### src/rtl/ita_pkg.sv
// shared types, codes and constants of the id table allocator
`default_nettype none
package ita_pkg;

	// default parameter values
	localparam int DEF_ENTRIES    = 512;
	localparam int DEF_FIRST_ID   = 1;
	localparam int DEF_VALUE_BITS = 64;

	// free bitmap word geometry
	localparam int WORD_BITS = 32;
	localparam int WORD_SH   = 5;
	typedef logic [WORD_SH-1:0]   bit_idx_t;
	typedef logic [WORD_BITS-1:0] map_word_t;

	// beat field widths
	localparam int OP_W       = 2;
	localparam int ID_W       = 9;
	localparam int VAL_W      = 64;
	localparam int STATE_W    = 2;
	localparam int STAT_W     = 2;
	localparam int IN_DATA_W  = 80;
	localparam int IN_USED_W  = ID_W + VAL_W;
	localparam int OUT_DATA_W = 80;
	localparam int OUT_USED_W = ID_W + VAL_W + STATE_W + STAT_W;
	localparam int OUT_PAD_W  = OUT_DATA_W - OUT_USED_W;

	typedef enum logic [OP_W-1:0] {
		OP_ALLOC = 2'd0,
		OP_FREE  = 2'd1,
		OP_SET   = 2'd2,
		OP_GET   = 2'd3
	} op_t;

	typedef enum logic [STATE_W-1:0] {
		TAG_FREE     = 2'd0,
		TAG_RESERVED = 2'd1,
		TAG_HOLDING  = 2'd2
	} tag_t;

	typedef enum logic [STAT_W-1:0] {
		STAT_OK           = 2'd0,
		STAT_FULL         = 2'd1,
		STAT_BAD_ID       = 2'd2,
		STAT_NOT_RESERVED = 2'd3
	} stat_t;

	typedef enum logic [1:0] {
		S_CLEAR,
		S_IDLE,
		S_READ,
		S_EXEC
	} state_t;

	// controller to datapath
	typedef struct packed {
		logic clr;     // clearing pass step
		logic load;    // capture the request beat
		logic rd;      // read tag, value and bitmap word
		logic commit;  // write back and load the result
	} cmd_t;

	// datapath to controller
	typedef struct packed {
		logic clr_last;  // last entry of the clearing pass
		logic out_free;  // result register can take a beat
	} sts_t;

endpackage
`default_nettype wire

### src/rtl/ita_ctrl.sv
// sequencing controller of the id table allocator
`default_nettype none
module ita_ctrl import ita_pkg::*; (
	input  wire logic clk,
	input  wire logic arst_n,
	input  wire logic s_tvalid,
	output logic      s_tready,
	input  wire sts_t sts,
	output cmd_t      cmd
);

	state_t state_q;
	state_t state_nxt;

	always_ff @(posedge clk or negedge arst_n) begin
		if (!arst_n) begin
			state_q <= S_CLEAR;
		end else begin
			state_q <= state_nxt;
		end
	end

	always_comb begin
		state_nxt = state_q;
		unique case (state_q)
			S_CLEAR: begin
				if (sts.clr_last) state_nxt = S_IDLE;
			end
			S_IDLE: begin
				if (s_tvalid) state_nxt = S_READ;
			end
			S_READ: begin
				state_nxt = S_EXEC;
			end
			S_EXEC: begin
				if (sts.out_free) state_nxt = S_IDLE;
			end
			default: begin
				state_nxt = S_CLEAR;
			end
		endcase
	end

	always_comb begin
		cmd      = '0;
		s_tready = 1'b0;
		unique case (state_q)
			S_CLEAR: begin
				cmd.clr = 1'b1;
			end
			S_IDLE: begin
				s_tready = 1'b1;
				cmd.load = s_tvalid;
			end
			S_READ: begin
				cmd.rd = 1'b1;
			end
			S_EXEC: begin
				cmd.commit = sts.out_free;
			end
			default: begin
				cmd = '0;
			end
		endcase
	end

endmodule
`default_nettype wire

### config.mk
export PLATFORM = sky130hd
export DESIGN_NAME = ita_ctrl
export DESIGN_NICKNAME = d
export VERILOG_FILES = /design/src/rtl/ita_pkg.sv /design/src/rtl/ita_ctrl.sv
export SDC_FILE = /design/constraint.sdc
export NUM_CORES = 1
export LEC_CHECK = 0
export BUFFER_PORTS_ARGS = -buffer_cell sky130_fd_sc_hd__buf_4
export CORE_AREA = 5 5 42 44
export DETAILED_ROUTE_END_ITERATION = 8
export DIE_AREA = 0 0 47 49
export GPL_ROUTABILITY_DRIVEN = 0
export PLACE_DENSITY = 0.36
export SYNTH_ARGS = -nofsm -noshare
export SYNTH_HDL_FRONTEND = slang
export SYNTH_SLANG_ARGS = --single-unit
### constraint.sdc
create_clock -name clk -period 1.75 [get_ports clk]
set_input_delay 0.175 -clock clk [delete_from_list [all_inputs] [get_ports clk]]
set_output_delay 0.175 -clock clk [all_outputs]
set_load 0.02 [all_outputs]
Word-level counts from Yosys, hierarchy flattened
Cells that the tools add are included.
{"block": "word_totals", "output_inout_bits": 5, "ff_bits": 2}
{"block": "classes", "n_eq_ne": 6, "reduce_logical": 2, "n_mux": 9}
{"op": "one-hot mux 2 bit (4 select lines)", "n": 1}
{"op": "two-way mux 2 bit", "n": 3}
{"op": "!= test 2 bit, second input constant", "n": 3}
{"op": "two-way mux 1 bit", "n": 5}
{"op": "== test 2 bit, second input constant", "n": 2}
{"op": "AND reduction 3 bit", "n": 1}
{"op": "== test 2 x 1 -> 1 bit, second input constant", "n": 1}
{"op": "zero test 2 bit", "n": 1}

Depth between registers and ports, before layout
Gate-level depths: netlist of the first run.
{"block": "logic_depth", "ltp_word": 3, "mapped_depth": 4}

Worst setup path before layout of the first run
OpenSTA, ideal clock, no wires.
{"block": "synth_path", "path_type": "register -> register", "from": "register state_q[0]", "to": "register state_q[1]", "setup_time_ns": 0.127, "arrival_time_ns": 1.546, "stages_incl_launch_ff": 5, "n_path_buf": 0, "setup_slack_ns": 0.077, "path_cell_list": "dfrtp_1 > inv_1 > ha_1 > a222oi_1 > mux2_1"}
{"block": "synth_via", "elab_chain_cells": 3, "elab_cells_between_ends": 9, "classes_between": "eq/ne (6); mux (1); reduce/logical (2)"}
{"element": "start, declared", "line_no": "ita_ctrl.sv:12", "text": "state_t state_q;"}
{"element": "start signal, assigned", "line_no": "ita_ctrl.sv:19", "text": "state_q <= state_nxt;"}
{"element": "== test 2 bit (tied with other cells)", "line_no": "ita_ctrl.sv:25", "text": "unique case (state_q)"}
{"element": "!= test 2 bit (no line)"}
{"element": "AND reduction 3 bit (no line)"}
Several ways; a longest one is shown, not always the timed one.
A chain may end at the register's enable or synchronous reset.

Worst setup path in the final report of the first run
Ends and elaborated chain as after synthesis.

==> results by group, run 1 <==
Yosys
  • Seq cells post-synth: 2
  • Seq/Total Area, Yosys: 28.4%
  • Mapped Avg Cell Area: 10.4 sq um
  • Synthesized Nets: 27
  • Synthesis Warnings: 0
  • Yosys top cell area share: 35.5%
  • Distinct cells, synth: 8
  • Synthesized area: between 150 and 200 sq um
  • Syn Inst Count: 17
  • Area contributors post-synth: ha_1, dfrtp_1, inv_1
  • Dominant cell type by area after synthesis: ha_1

Timing
  • Total Neg Setup Slack: 0 ps
  • Fin Clk Skew: 0.144 ps
  • Min Tclk post-route: roughly 1600 ps
  • Worst slew pin tran: between 400 and 500 ps
  • RSZ-0062 raised after global routing: no
  • Fin crit share: 91.5%
  • Setup Viol. Count Final: 0
  • Fmax: between 600 and 700 MHz
  • Worst setup margin: between 100 and 150 ps
  • Slew Limit Fails: 0
  • Hold Fails Final Rpt: 0
  • Max transition margin: 73.0%
  • Min Hold Slack: 269 ps

Cells and area
  • Antenna Cells: 0
  • Share of post-route cells with drive strength above 1: between 40% and 50%
  • Post-route cell area: 304 sq um
  • Max reg flops: 2
  • Reg with most FFs: state_q
  • Nets: 43
  • Largest regs: state_q (2)
  • Final Non-Filler Cells: 47
  • Fin util: a little over a fifth
  • Area Overhead vs Synth: 72.3%

CTS
  • CTS clk-pin slew, worst paths: 30 ps
  • Inserted Clock Buffers: 3
  • Worst skew pair latency: 220 ps
  • CTS tree: yes
  • H-tree depth: 1
  • Max clock buf depth: 2
  • Cts repair resizes: 0
  • Root Driver: clkbuf_4
  • Sink Count: 2

Critical path
  • R2r endpoint: state_q[1]
  • Worst setup path start: state_q[0]
  • Kind of critical path: reg2reg
  • Crit path capture: state_q[1]
  • CP Launch Type: register
  • Worst flop-to-flop path startpoint: state_q[0]
  • Arrival time at the worst endpoint: 1700 ps
  • Reg2Reg Depth: 4
  • Setup slack, reg-to-reg: 150 ps
  • Critical Path Sink Type: register
  • Crit path required time: between 1500 and 2000 ps
  • Crit Path Max Fanout: 4

Floorplan
  • Chip Height: 49 um
  • Initial core utilization: 12.6%
  • Site Rows: 14
  • Die W: ~47 um
  • Core area: 1400 sq um
  • I/O pin total: 10
  • Area of the die: 2300 sq um

Min path
  • Hold Path Class: in2async

Power
  • LEAKAGE: roughly 0.18 nW
  • P per Cell Area: 1690 nW/um^2
  • Total power: 0.515 mW
  • Worst VDD drop: ~0.00047 V

Global routing
  • Pin count of the biggest net entering global routing: 5
  • First-pass GRT wire length: 662 um
  • Number of global-route vias before repair: roughly 180
  • Total grt overflow: 0
  • GRT Util Overall: 4.51%
  • Initial antenna violation count: 0

Drt
  • DRT iter0 DRCs: 4
  • Drt wl/cell: 9.26 um
  • Post-Route WL: between 400 and 500 um
  • Via Count: 158
  • Antenna Violating Nets Remaining: 0
  • Post-route DRC: 0
  • Initial DRT Pass Iterations: 4
  • DR vias/cell: 3.36

Job
  • Max-cap violation count: 0

Place
  • Buffers added on ports: 9
  • Placed insts: 42
  • Pre-CTS setup slack: 17.5 ps
  • Area after DPL: 264 sq um

Outcome
  • Status: finished clean
logic make-up after synthesis:
| group | synth area share [%] |
|---|---|
| buffers and inverters | 10.6 |
| AO/OA/AOI/OAI | 5.67 |
| AND/OR/NAND/NOR | 7.81 |
| adder cells (fa/ha/maj) | 35.5 |
| multiplexers | 12.1 |
| flip-flops | 28.4 |
layout make-up:
class                      count  area, sq um
timing repair buffer          11         85.1
clock buffer                   3         22.5
inverter                       5         18.8
multi-input combinational     10          108
tap                           16         20.0
fill                         160         1100
sequential                     2         50.0
layout by cell type (no fill, tap or decap):
cell type       n
a222oi_1        1
and2_1          1
and2_2          1
buf_4          10
clkbuf_4        3
dfrtp_1         2
dlygate4sd3_1   1
ha_1            5
inv_1           5
mux2_1          1
mux2i_1         1
how the worst min path moves through the flow:
stage,endpoint,startpoint,cells after the start
2_1_floorplan,state_q[0],arst_n,0
5_1_grt,state_q[1],arst_n,2
4_1_cts,state_q[1],arst_n,2
6_report,state_q[1],arst_n,2
3_3_place_gp,state_q[1],arst_n,1
3_5_place_dp,state_q[1],arst_n,1
layer usage:
metal / track usage [%] / vias up / wire, um
li1: - / 81 / -
met3: 1.11 / 0 / 77
met1: 4.62 / 67 / 173
met4: 6.91 / 0 / 0
met2: 5.66 / 10 / 184
met5: 0 / - / 0
critical path, cell delays in order (launching register included):
cell,delay [ps]
dfrtp_1,390
inv_1,90
ha_1,220
a222oi_1,420
mux2_1,360
where the power goes:
part           internal [mW]  switching [mW]  leakage [nW]
registers             0.0717          0.0249        0.0224
logic                  0.155           0.161         0.141
clock network         0.0756          0.0258        0.0138
total                  0.303           0.212         0.177
synth_stat cells:
library cell,instances
ha_1,5
mux2i_1,1
a222oi_1,1
inv_1,5
mux2_1,1
and2_2,1
and2_1,1
dfrtp_1,2
what timing repair did:
item | 4_1_cts | 5_1_grt
setup buffers | 0 | 1
hold buffers | 1 | 0
setup endpoints to repair | 0 | 1
endpoints found under the hold margin | 2 | 0
(Power assumes the default switching activity.)
==> run 2: changes to the inputs <==
--- a/config.mk
+++ b/config.mk
@@ -6,9 +6,9 @@
 export NUM_CORES = 1
 export LEC_CHECK = 0
 export BUFFER_PORTS_ARGS = -buffer_cell sky130_fd_sc_hd__buf_4
-export CORE_AREA = 5 5 42 44
+export CORE_AREA = 2 2 39 41
 export DETAILED_ROUTE_END_ITERATION = 8
-export DIE_AREA = 0 0 47 49
+export DIE_AREA = 0 0 41 43
 export GPL_ROUTABILITY_DRIVEN = 0
 export PLACE_DENSITY = 0.36
 export SYNTH_ARGS = -nofsm -noshare
==> run 2 against run 1 <==
  * Global-route usage grew 0.72 points
  * Sequential share of layout area is the same
  * Maximum frequency shrank 1.4%
  * Clock power is essentially flat
  * Combinational power shrank 2%
  * Sequential power shrank 1%
  * Largest power group unchanged
  * Total power shrank 1.3%
  * Non-clock buffer count is the same
==> results by group, run 2 (same netlist as run 1, synthesis figures left out) <==
Drt
  • DR vias/cell: 3.49 (+3.8%)
  • Post-Route WL: 377 um (-13%)
  • DRT iter0 DRCs: 4 (unchanged)
  • Post-route DRC: 0 (unchanged)
  • Initial DRT Pass Iterations: 6 (+2)
  • Drt wl/cell: 8.02 um (-13%)
  • Via Count: 164 (+3.8%)
  • Antenna Violating Nets Remaining: 0 (unchanged)

Place
  • Area after DPL: 272 sq um (+2.8%)
  • Buffers added on ports: 9 (unchanged)
  • Dpl hpwl: 310 um

Cells and area
  • Layout fillers: 159 (-0.63%)
  • Max reg flops: 2 (unchanged)
  • Fin util: 22.0% (+0.27 points)
  • Post-route cell area: 304 sq um (unchanged)
  • Reg with most FFs: state_q
  • Area Overhead vs Synth: 72.3% (unchanged)
  • Largest regs: state_q (2)
  • Nets: 43 (unchanged)
  • Area of the multi-input gates: 108 sq um (unchanged)
  • Share of post-route cells with drive strength above 1: 45.2% (unchanged)
  • Antenna Cells: 0 (unchanged)
  • Most frequent cells in the layout: buf_4, inv_1, ha_1, clkbuf_4, dfrtp_1
  • Commonest non-fill, non-tap cell in the layout: buf_4
  • Reg area: 50.0 sq um (unchanged)

Job
  • Max-cap violation count: 0 (unchanged)

Global routing
  • Met2 Use GR: 7.19% (+1.5 points)
  • Pin count of the biggest net entering global routing: 5 (unchanged)
  • Met1 Track Usage GR: 3.55% (-1.1 points)
  • Number of global-route vias before repair: 147 (-19%)
  • First-pass GRT wire length: 510 um (-23%)
  • Total grt overflow: 0 (unchanged)
  • GRT Util Overall: 5.23% (+0.72 points)
  • GRT met3 Usage: 1.57% (+0.46 points)
  • GRT busiest layer: met4
  • Initial antenna violation count: 0 (unchanged)

Timing
  • Fin crit share: 92.8% (+1.3 points)
  • RSZ-0062 raised after global routing: no
  • Worst slew pin tran: 417 ps (+12.3 ps)
  • Total Neg Setup Slack: 0 ps (unchanged)
  • Max transition margin: 72.2% (-0.82 points)
  • Setup Viol. Count Final: 0 (unchanged)
  • Fin Clk Skew: 1.89 ps (+1.74 ps)
  • Min Tclk post-route: 1620 ps (+22.9 ps)
  • Slew Limit Fails: 0 (unchanged)
  • Fmax: 616 MHz (-1.4%)
  • Hold Fails Final Rpt: 0 (unchanged)
  • Min Hold Slack: 266 ps (-3.82 ps)

Critical path
  • Critical path, cell by cell: inv_1, ha_1, a222oi_1, mux2_1
  • Reg2Reg Depth: 4 (unchanged)
  • Delay-heaviest family, CP: compound AO/OA/AOI/OAI gates
  • CP max-delay cell: a222oi_1
  • Crit path required time: 1850 ps (about the same)
  • Critical Path Sink Type: register
  • Kind of critical path: reg2reg
  • CP Launch Type: register
  • Slowest stage delay, CP: 430 ps (about the same)
  • Crit Path Max Fanout: 4 (unchanged)
  • Crit path buffers/inverters: 1 (unchanged)
  • R2r endpoint: state_q[1]
  • Setup slack, reg-to-reg: 130 ps (-20 ps)
  • Number of cells on the critical path: 4 (unchanged)
  • Arrival time at the worst endpoint: 1720 ps (+20 ps)
  • Worst flop-to-flop path startpoint: state_q[0]

Power
  • Worst VDD drop: 0.000519 V (+10%)
  • Clock Power Share: 20.3% (+0.6 points)
  • Sw frac: 41.0% (-0.14 points)
  • LEAKAGE: 0.177 nW (unchanged)
  • P per Cell Area: 1670 nW/um^2 (-1.3%)
  • Combinational share of power: 60.9% (-0.6 points)
  • Psw: 0.209 mW (-1.6%)
  • Int Power: 0.300 mW (-1.1%)
  • Sequential Power Share: 18.8% (about the same)

CTS
  • Sink Count: 2 (unchanged)
  • Root Driver: clkbuf_4
  • CTS tree: yes
  • Max clock buf depth: 2 (unchanged)
  • Inserted Clock Buffers: 3 (unchanged)
  • H-tree depth: 1 (unchanged)
  • Worst skew pair latency: 220 ps (about the same)
  • CTS clk-pin slew, worst paths: 30 ps (about the same)
  • Number of setup buffers added after CTS: 0 (unchanged)
  • Cts repair resizes: 0 (unchanged)

Floorplan
  • Die W: 41 um (-13%)
  • Area of the die: 1760 sq um (-23%)
  • Initial core utilization: 12.7% (+0.16 points)
  • Chip Height: 43 um (-12%)
  • Core area: 1380 sq um (-1.2%)
  • I/O pin total: 10 (unchanged)
  • Site Rows: 14 (unchanged)

Outcome
  • Status: finished clean

Min path
  • Hold Path Class: in2async
[run 2: worst max-delay path by stage]
stage | startpoint | end | slack (ps)
3_5_place_dp | state_q[0] | state_q[1] | 80
3_3_place_gp | state_q[0] | state_q[1] | 90
4_1_cts | state_q[0] | state_q[1] | 80
2_1_floorplan | state_q[0] | state_q[1] | 80
6_report | state_q[0] | state_q[1] | 130
5_1_grt | state_q[0] | state_q[0] | 20
[run 2: repair_timing]
| action | in CTS | in global routing |
|---|---|---|
| hold endpoints to repair | 2 | 0 |
| hold buffers | 1 | 0 |
| setup endpoints to repair | 0 | 1 |
[run 2: power groups by stage]
stage	sequential, mW	combinational (mW)	clock, mW
6_report	0.0955	0.310	0.103
3_5_place_dp	0.0972	0.317	0
3_3_place_gp	0.0976	0.314	0
2_1_floorplan	0.0909	0.200	0
4_1_cts	0.0966	0.319	0.112
5_1_grt	0.101	0.343	0.115
[run 2: worst reg2reg max path, cell delays in order (launching register included)]
cell	delay [ps]
dfrtp_1	390
inv_1	90
ha_1	210
a222oi_1	430
mux2_1	370
[run 2: metrics by stage]
step	setup slack [ps]	power [mW]	std cells
CTS	75.5	0.527	47
global placement	88.8	0.412	43
detailed placement	79.8	0.414	43
finish	126	0.508	47
floorplan	76.8	0.291	17
global route	15.5	0.559	47
[run 2: metal layers]
layer  up-vias  share of wire, %
li1         81                 -
met1        73                38
met2        10                47
met3         0                14
met4         0                 0
met5         -                 0
[run 2: final cells by class]
| class | count | share of cell area [%] |
|---|---|---|
| inverter | 5 | 6.17 |
| tap | 16 | 6.58 |
| timing repair buffer | 11 | 28.0 |
| sequential | 2 | 16.5 |
| clock buffer | 3 | 7.41 |
| multi-input combinational | 10 | 35.4 |
==> run 3: changes to the inputs <==
--- a/config.mk
+++ b/config.mk
@@ -10,7 +10,7 @@
 export DETAILED_ROUTE_END_ITERATION = 8
 export DIE_AREA = 0 0 41 43
 export GPL_ROUTABILITY_DRIVEN = 0
-export PLACE_DENSITY = 0.36
+export PLACE_DENSITY = 0.37
 export SYNTH_ARGS = -nofsm -noshare
 export SYNTH_HDL_FRONTEND = slang
 export SYNTH_SLANG_ARGS = --single-unit
==> constraint.sdc (replaced) <==
create_clock -name clk -period 1.36 [get_ports clk]
set_input_delay 0.136 -clock clk [delete_from_list [all_inputs] [get_ports clk]]
set_output_delay 0.136 -clock clk [all_outputs]
set_load 0.02 [all_outputs]
==> run 3 against run 2 <==
  * Non-clock buffer count up 8
  * Clock skew up 0.71 ps
  * Design area up 38%
  * Flip-flop and latch count unchanged
  * Global-route usage up 1.5 points
  * Sequential power up 41%
  * Critical path depth up 1
  * Maximum frequency up 7.0%
  * The run now ends with negative setup slack left
  * Final cell count up 17%
  * Highest routed layer unchanged
  * Die area unchanged
  * First-iteration DRC count down 50%
==> results by group, run 3 (same netlist as run 1, synthesis figures left out) <==
Timing
  • Slew Limit Fails: 0 (unchanged)
  • RSZ-0062 raised after global routing: yes
  • Min Tclk post-route: 1520 ps (-106 ps)
  • Hold Fails Final Rpt: 0 (unchanged)
  • Max transition margin: 82.1% (+9.9 points)
  • Fmax: 659 MHz (+7.0%)
  • Fin Clk Skew: 2.60 ps (+0.713 ps)
  • Fin crit share: 112% (+19 points)
  • Setup Viol. Count Final: 2 (+2)
  • Worst setup margin: -158 ps (-284 ps)
  • Worst slew pin tran: 268 ps (-149 ps)
  • Min Hold Slack: 231 ps (-34.6 ps)

Outcome
  • Failing checks: negative setup slack
  • Status: complete, but fails checks

Power
  • Sequential Power Share: 13.7% (-5.1 points)
  • Combinational share of power: 73.4% (+13 points)
  • P per Cell Area: 2350 nW/um^2 (+41%)
  • LEAKAGE: 0.220 nW (+25%)
  • Psw: 0.365 mW (+75%)
  • Worst VDD drop: 0.000774 V (+49%)
  • Sw frac: 36.9% (-4.1 points)
  • Clock Power Share: 12.9% (-7.4 points)
  • Int Power: 0.622 mW (+110%)

CTS
  • Sink Count: 2 (unchanged)
  • Inserted Clock Buffers: 3 (unchanged)
  • H-tree depth: 1 (unchanged)
  • Root Driver: clkbuf_4
  • Max clock buf depth: 2 (unchanged)
  • CTS tree: yes
  • Worst skew pair latency: 220 ps (about the same)
  • CTS clk-pin slew, worst paths: 30 ps (about the same)

Critical path
  • Crit path required time: 1460 ps (-390 ps)
  • Delay-heaviest family, CP: flip-flops
  • Critical path, cell by cell: inv_2, ha_4, a222oi_1, buf_4, mux2_4
  • Arrival time at the worst endpoint: 1610 ps (-110 ps)
  • Critical Path Sink Type: register
  • Crit path buffers/inverters: 2 (+1)
  • Kind of critical path: reg2reg
  • Slowest stage delay, CP: 400 ps (-30 ps)
  • Crit Path Max Fanout: 4 (unchanged)
  • CP Launch Type: register
  • CP max-delay cell: dfrtp_2

Drt
  • DR vias/cell: 3.53 (+1.1%)
  • Via Count: 194 (+18%)
  • DRT iter0 DRCs: 2 (-2)
  • Antenna Violating Nets Remaining: 0 (unchanged)
  • Post-Route WL: 473 um (+25%)
  • Post-route DRC: 0 (unchanged)
  • Drt wl/cell: 8.60 um (+7.2%)
  • Initial DRT Pass Iterations: 5 (-1)

Cells and area
  • Share of post-route cells with drive strength above 1: 74.4% (+29 points)
  • Largest regs: state_q (2)
  • Layout fillers: 140 (-12%)
  • Max reg flops: 2 (unchanged)
  • Reg with most FFs: state_q
  • Final Non-Filler Cells: 55 (+17%)
  • Antenna Cells: 0 (unchanged)
  • Area Overhead vs Synth: 138%
  • Commonest non-fill, non-tap cell in the layout: buf_4
  • Nets: 51 (+19%)
  • Fin util: 30.3% (+8.3 points)
  • Post-route cell area: 419 sq um (+38%)
  • Most frequent cells in the layout: buf_4, inv_1, ha_4, clkbuf_4, buf_6

Floorplan
  • Die W: 41 um (unchanged)
  • Initial core utilization: 12.7% (unchanged)
  • Area of the die: 1760 sq um (unchanged)
  • Core area: 1380 sq um (unchanged)
  • I/O pin total: 10 (unchanged)
  • Site Rows: 14 (unchanged)
  • Chip Height: 43 um (unchanged)

Place
  • Dpl hpwl: 339 um (+9.3%)
  • Area after DPL: 317 sq um (+17%)
  • Buffers added on ports: 9 (unchanged)
  • Pre-CTS setup slack: -232 ps (-312 ps)
  • Placed insts: 47 (+9.3%)

Global routing
  • Total grt overflow: 0 (unchanged)
  • GRT Util Overall: 6.72% (+1.5 points)
  • First-pass GRT wire length: 793 um (+55%)
  • Initial antenna violation count: 0 (unchanged)
  • Pin count of the biggest net entering global routing: 5 (unchanged)
  • Number of global-route vias before repair: 205 (+39%)

Job
  • Max-cap violation count: 0 (unchanged)

Min path
  • Hold Path Class: in2async
run 3: cell count changes in the layout (fill, tap and decap cells not counted):
cell,delta
ha_1,-3
dfrtp_1,-1
inv_1,-2
and2_2,-1
dfrtp_2,+1
ha_4,+3
buf_4,+5
buf_6,+3
inv_2,+2
and2_4,+1
mux2_4,+1
mux2_1,-1
run 3: repair_timing:
action | CTS | global route
hold buffers | 1 | 0
setup endpoints to repair | 3 | 4
setup buffers | 4 | 2
hold endpoints to repair | 2 | 0
pin swaps | 3 | 1
gates resized for setup | 10 | 1
run 3: metal layers:
layer  track usage [%]  part of all wire (%)  routed length, um  vias to the layer above
li1                  -                     -                  -                       98
met1              7.37                    42                198                       86
met2              10.9                    47                224                       10
met3              1.57                    10                 49                        0
met4              4.00                     0                  0                        0
met5                 0                     0                  0                        -
run 3: layout make-up:
cell class / count / area [sq um] / share of cell area, %
repair buffers: 19 / 156 / 37.3
multi-input cells: 10 / 150 / 35.8
flip-flops and latches: 2 / 51.3 / 12.2
clock buffers: 3 / 22.5 / 5.37
well taps: 16 / 20.0 / 4.78
inverters: 5 / 18.8 / 4.48
run 3: path summary, 6_finish.rpt:
check	start	to	slack (ps)	cells after the start
max in group asynchronous	arst_n	state_q[0]	1030	2
setup / recovery	state_q[0]	state_q[1]	-160	5
min in group clk	sts[0]	state_q[1]	490	5
setup reg to reg	state_q[0]	state_q[1]	-160	5
hold / removal	arst_n	state_q[0]	230	2
hold reg to reg	state_q[1]	state_q[1]	690	2
run 3: power groups by stage:
stage | sequential (mW) | combinational (mW) | clock (mW)
floorplan | 0.120 | 0.294 | 0
global placement | 0.123 | 0.537 | 0
detailed placement | 0.125 | 0.532 | 0
CTS | 0.133 | 0.730 | 0.134
global route | 0.140 | 0.798 | 0.139
finish | 0.135 | 0.725 | 0.127
run 3: metrics by stage:
step	setup TNS, ps	power, mW
2_1_floorplan	-194	0.414
3_3_place_gp	-349	0.660
3_5_place_dp	-418	0.657
4_1_cts	-272	0.997
5_1_grt	-504	1.08
6_report	-261	0.987
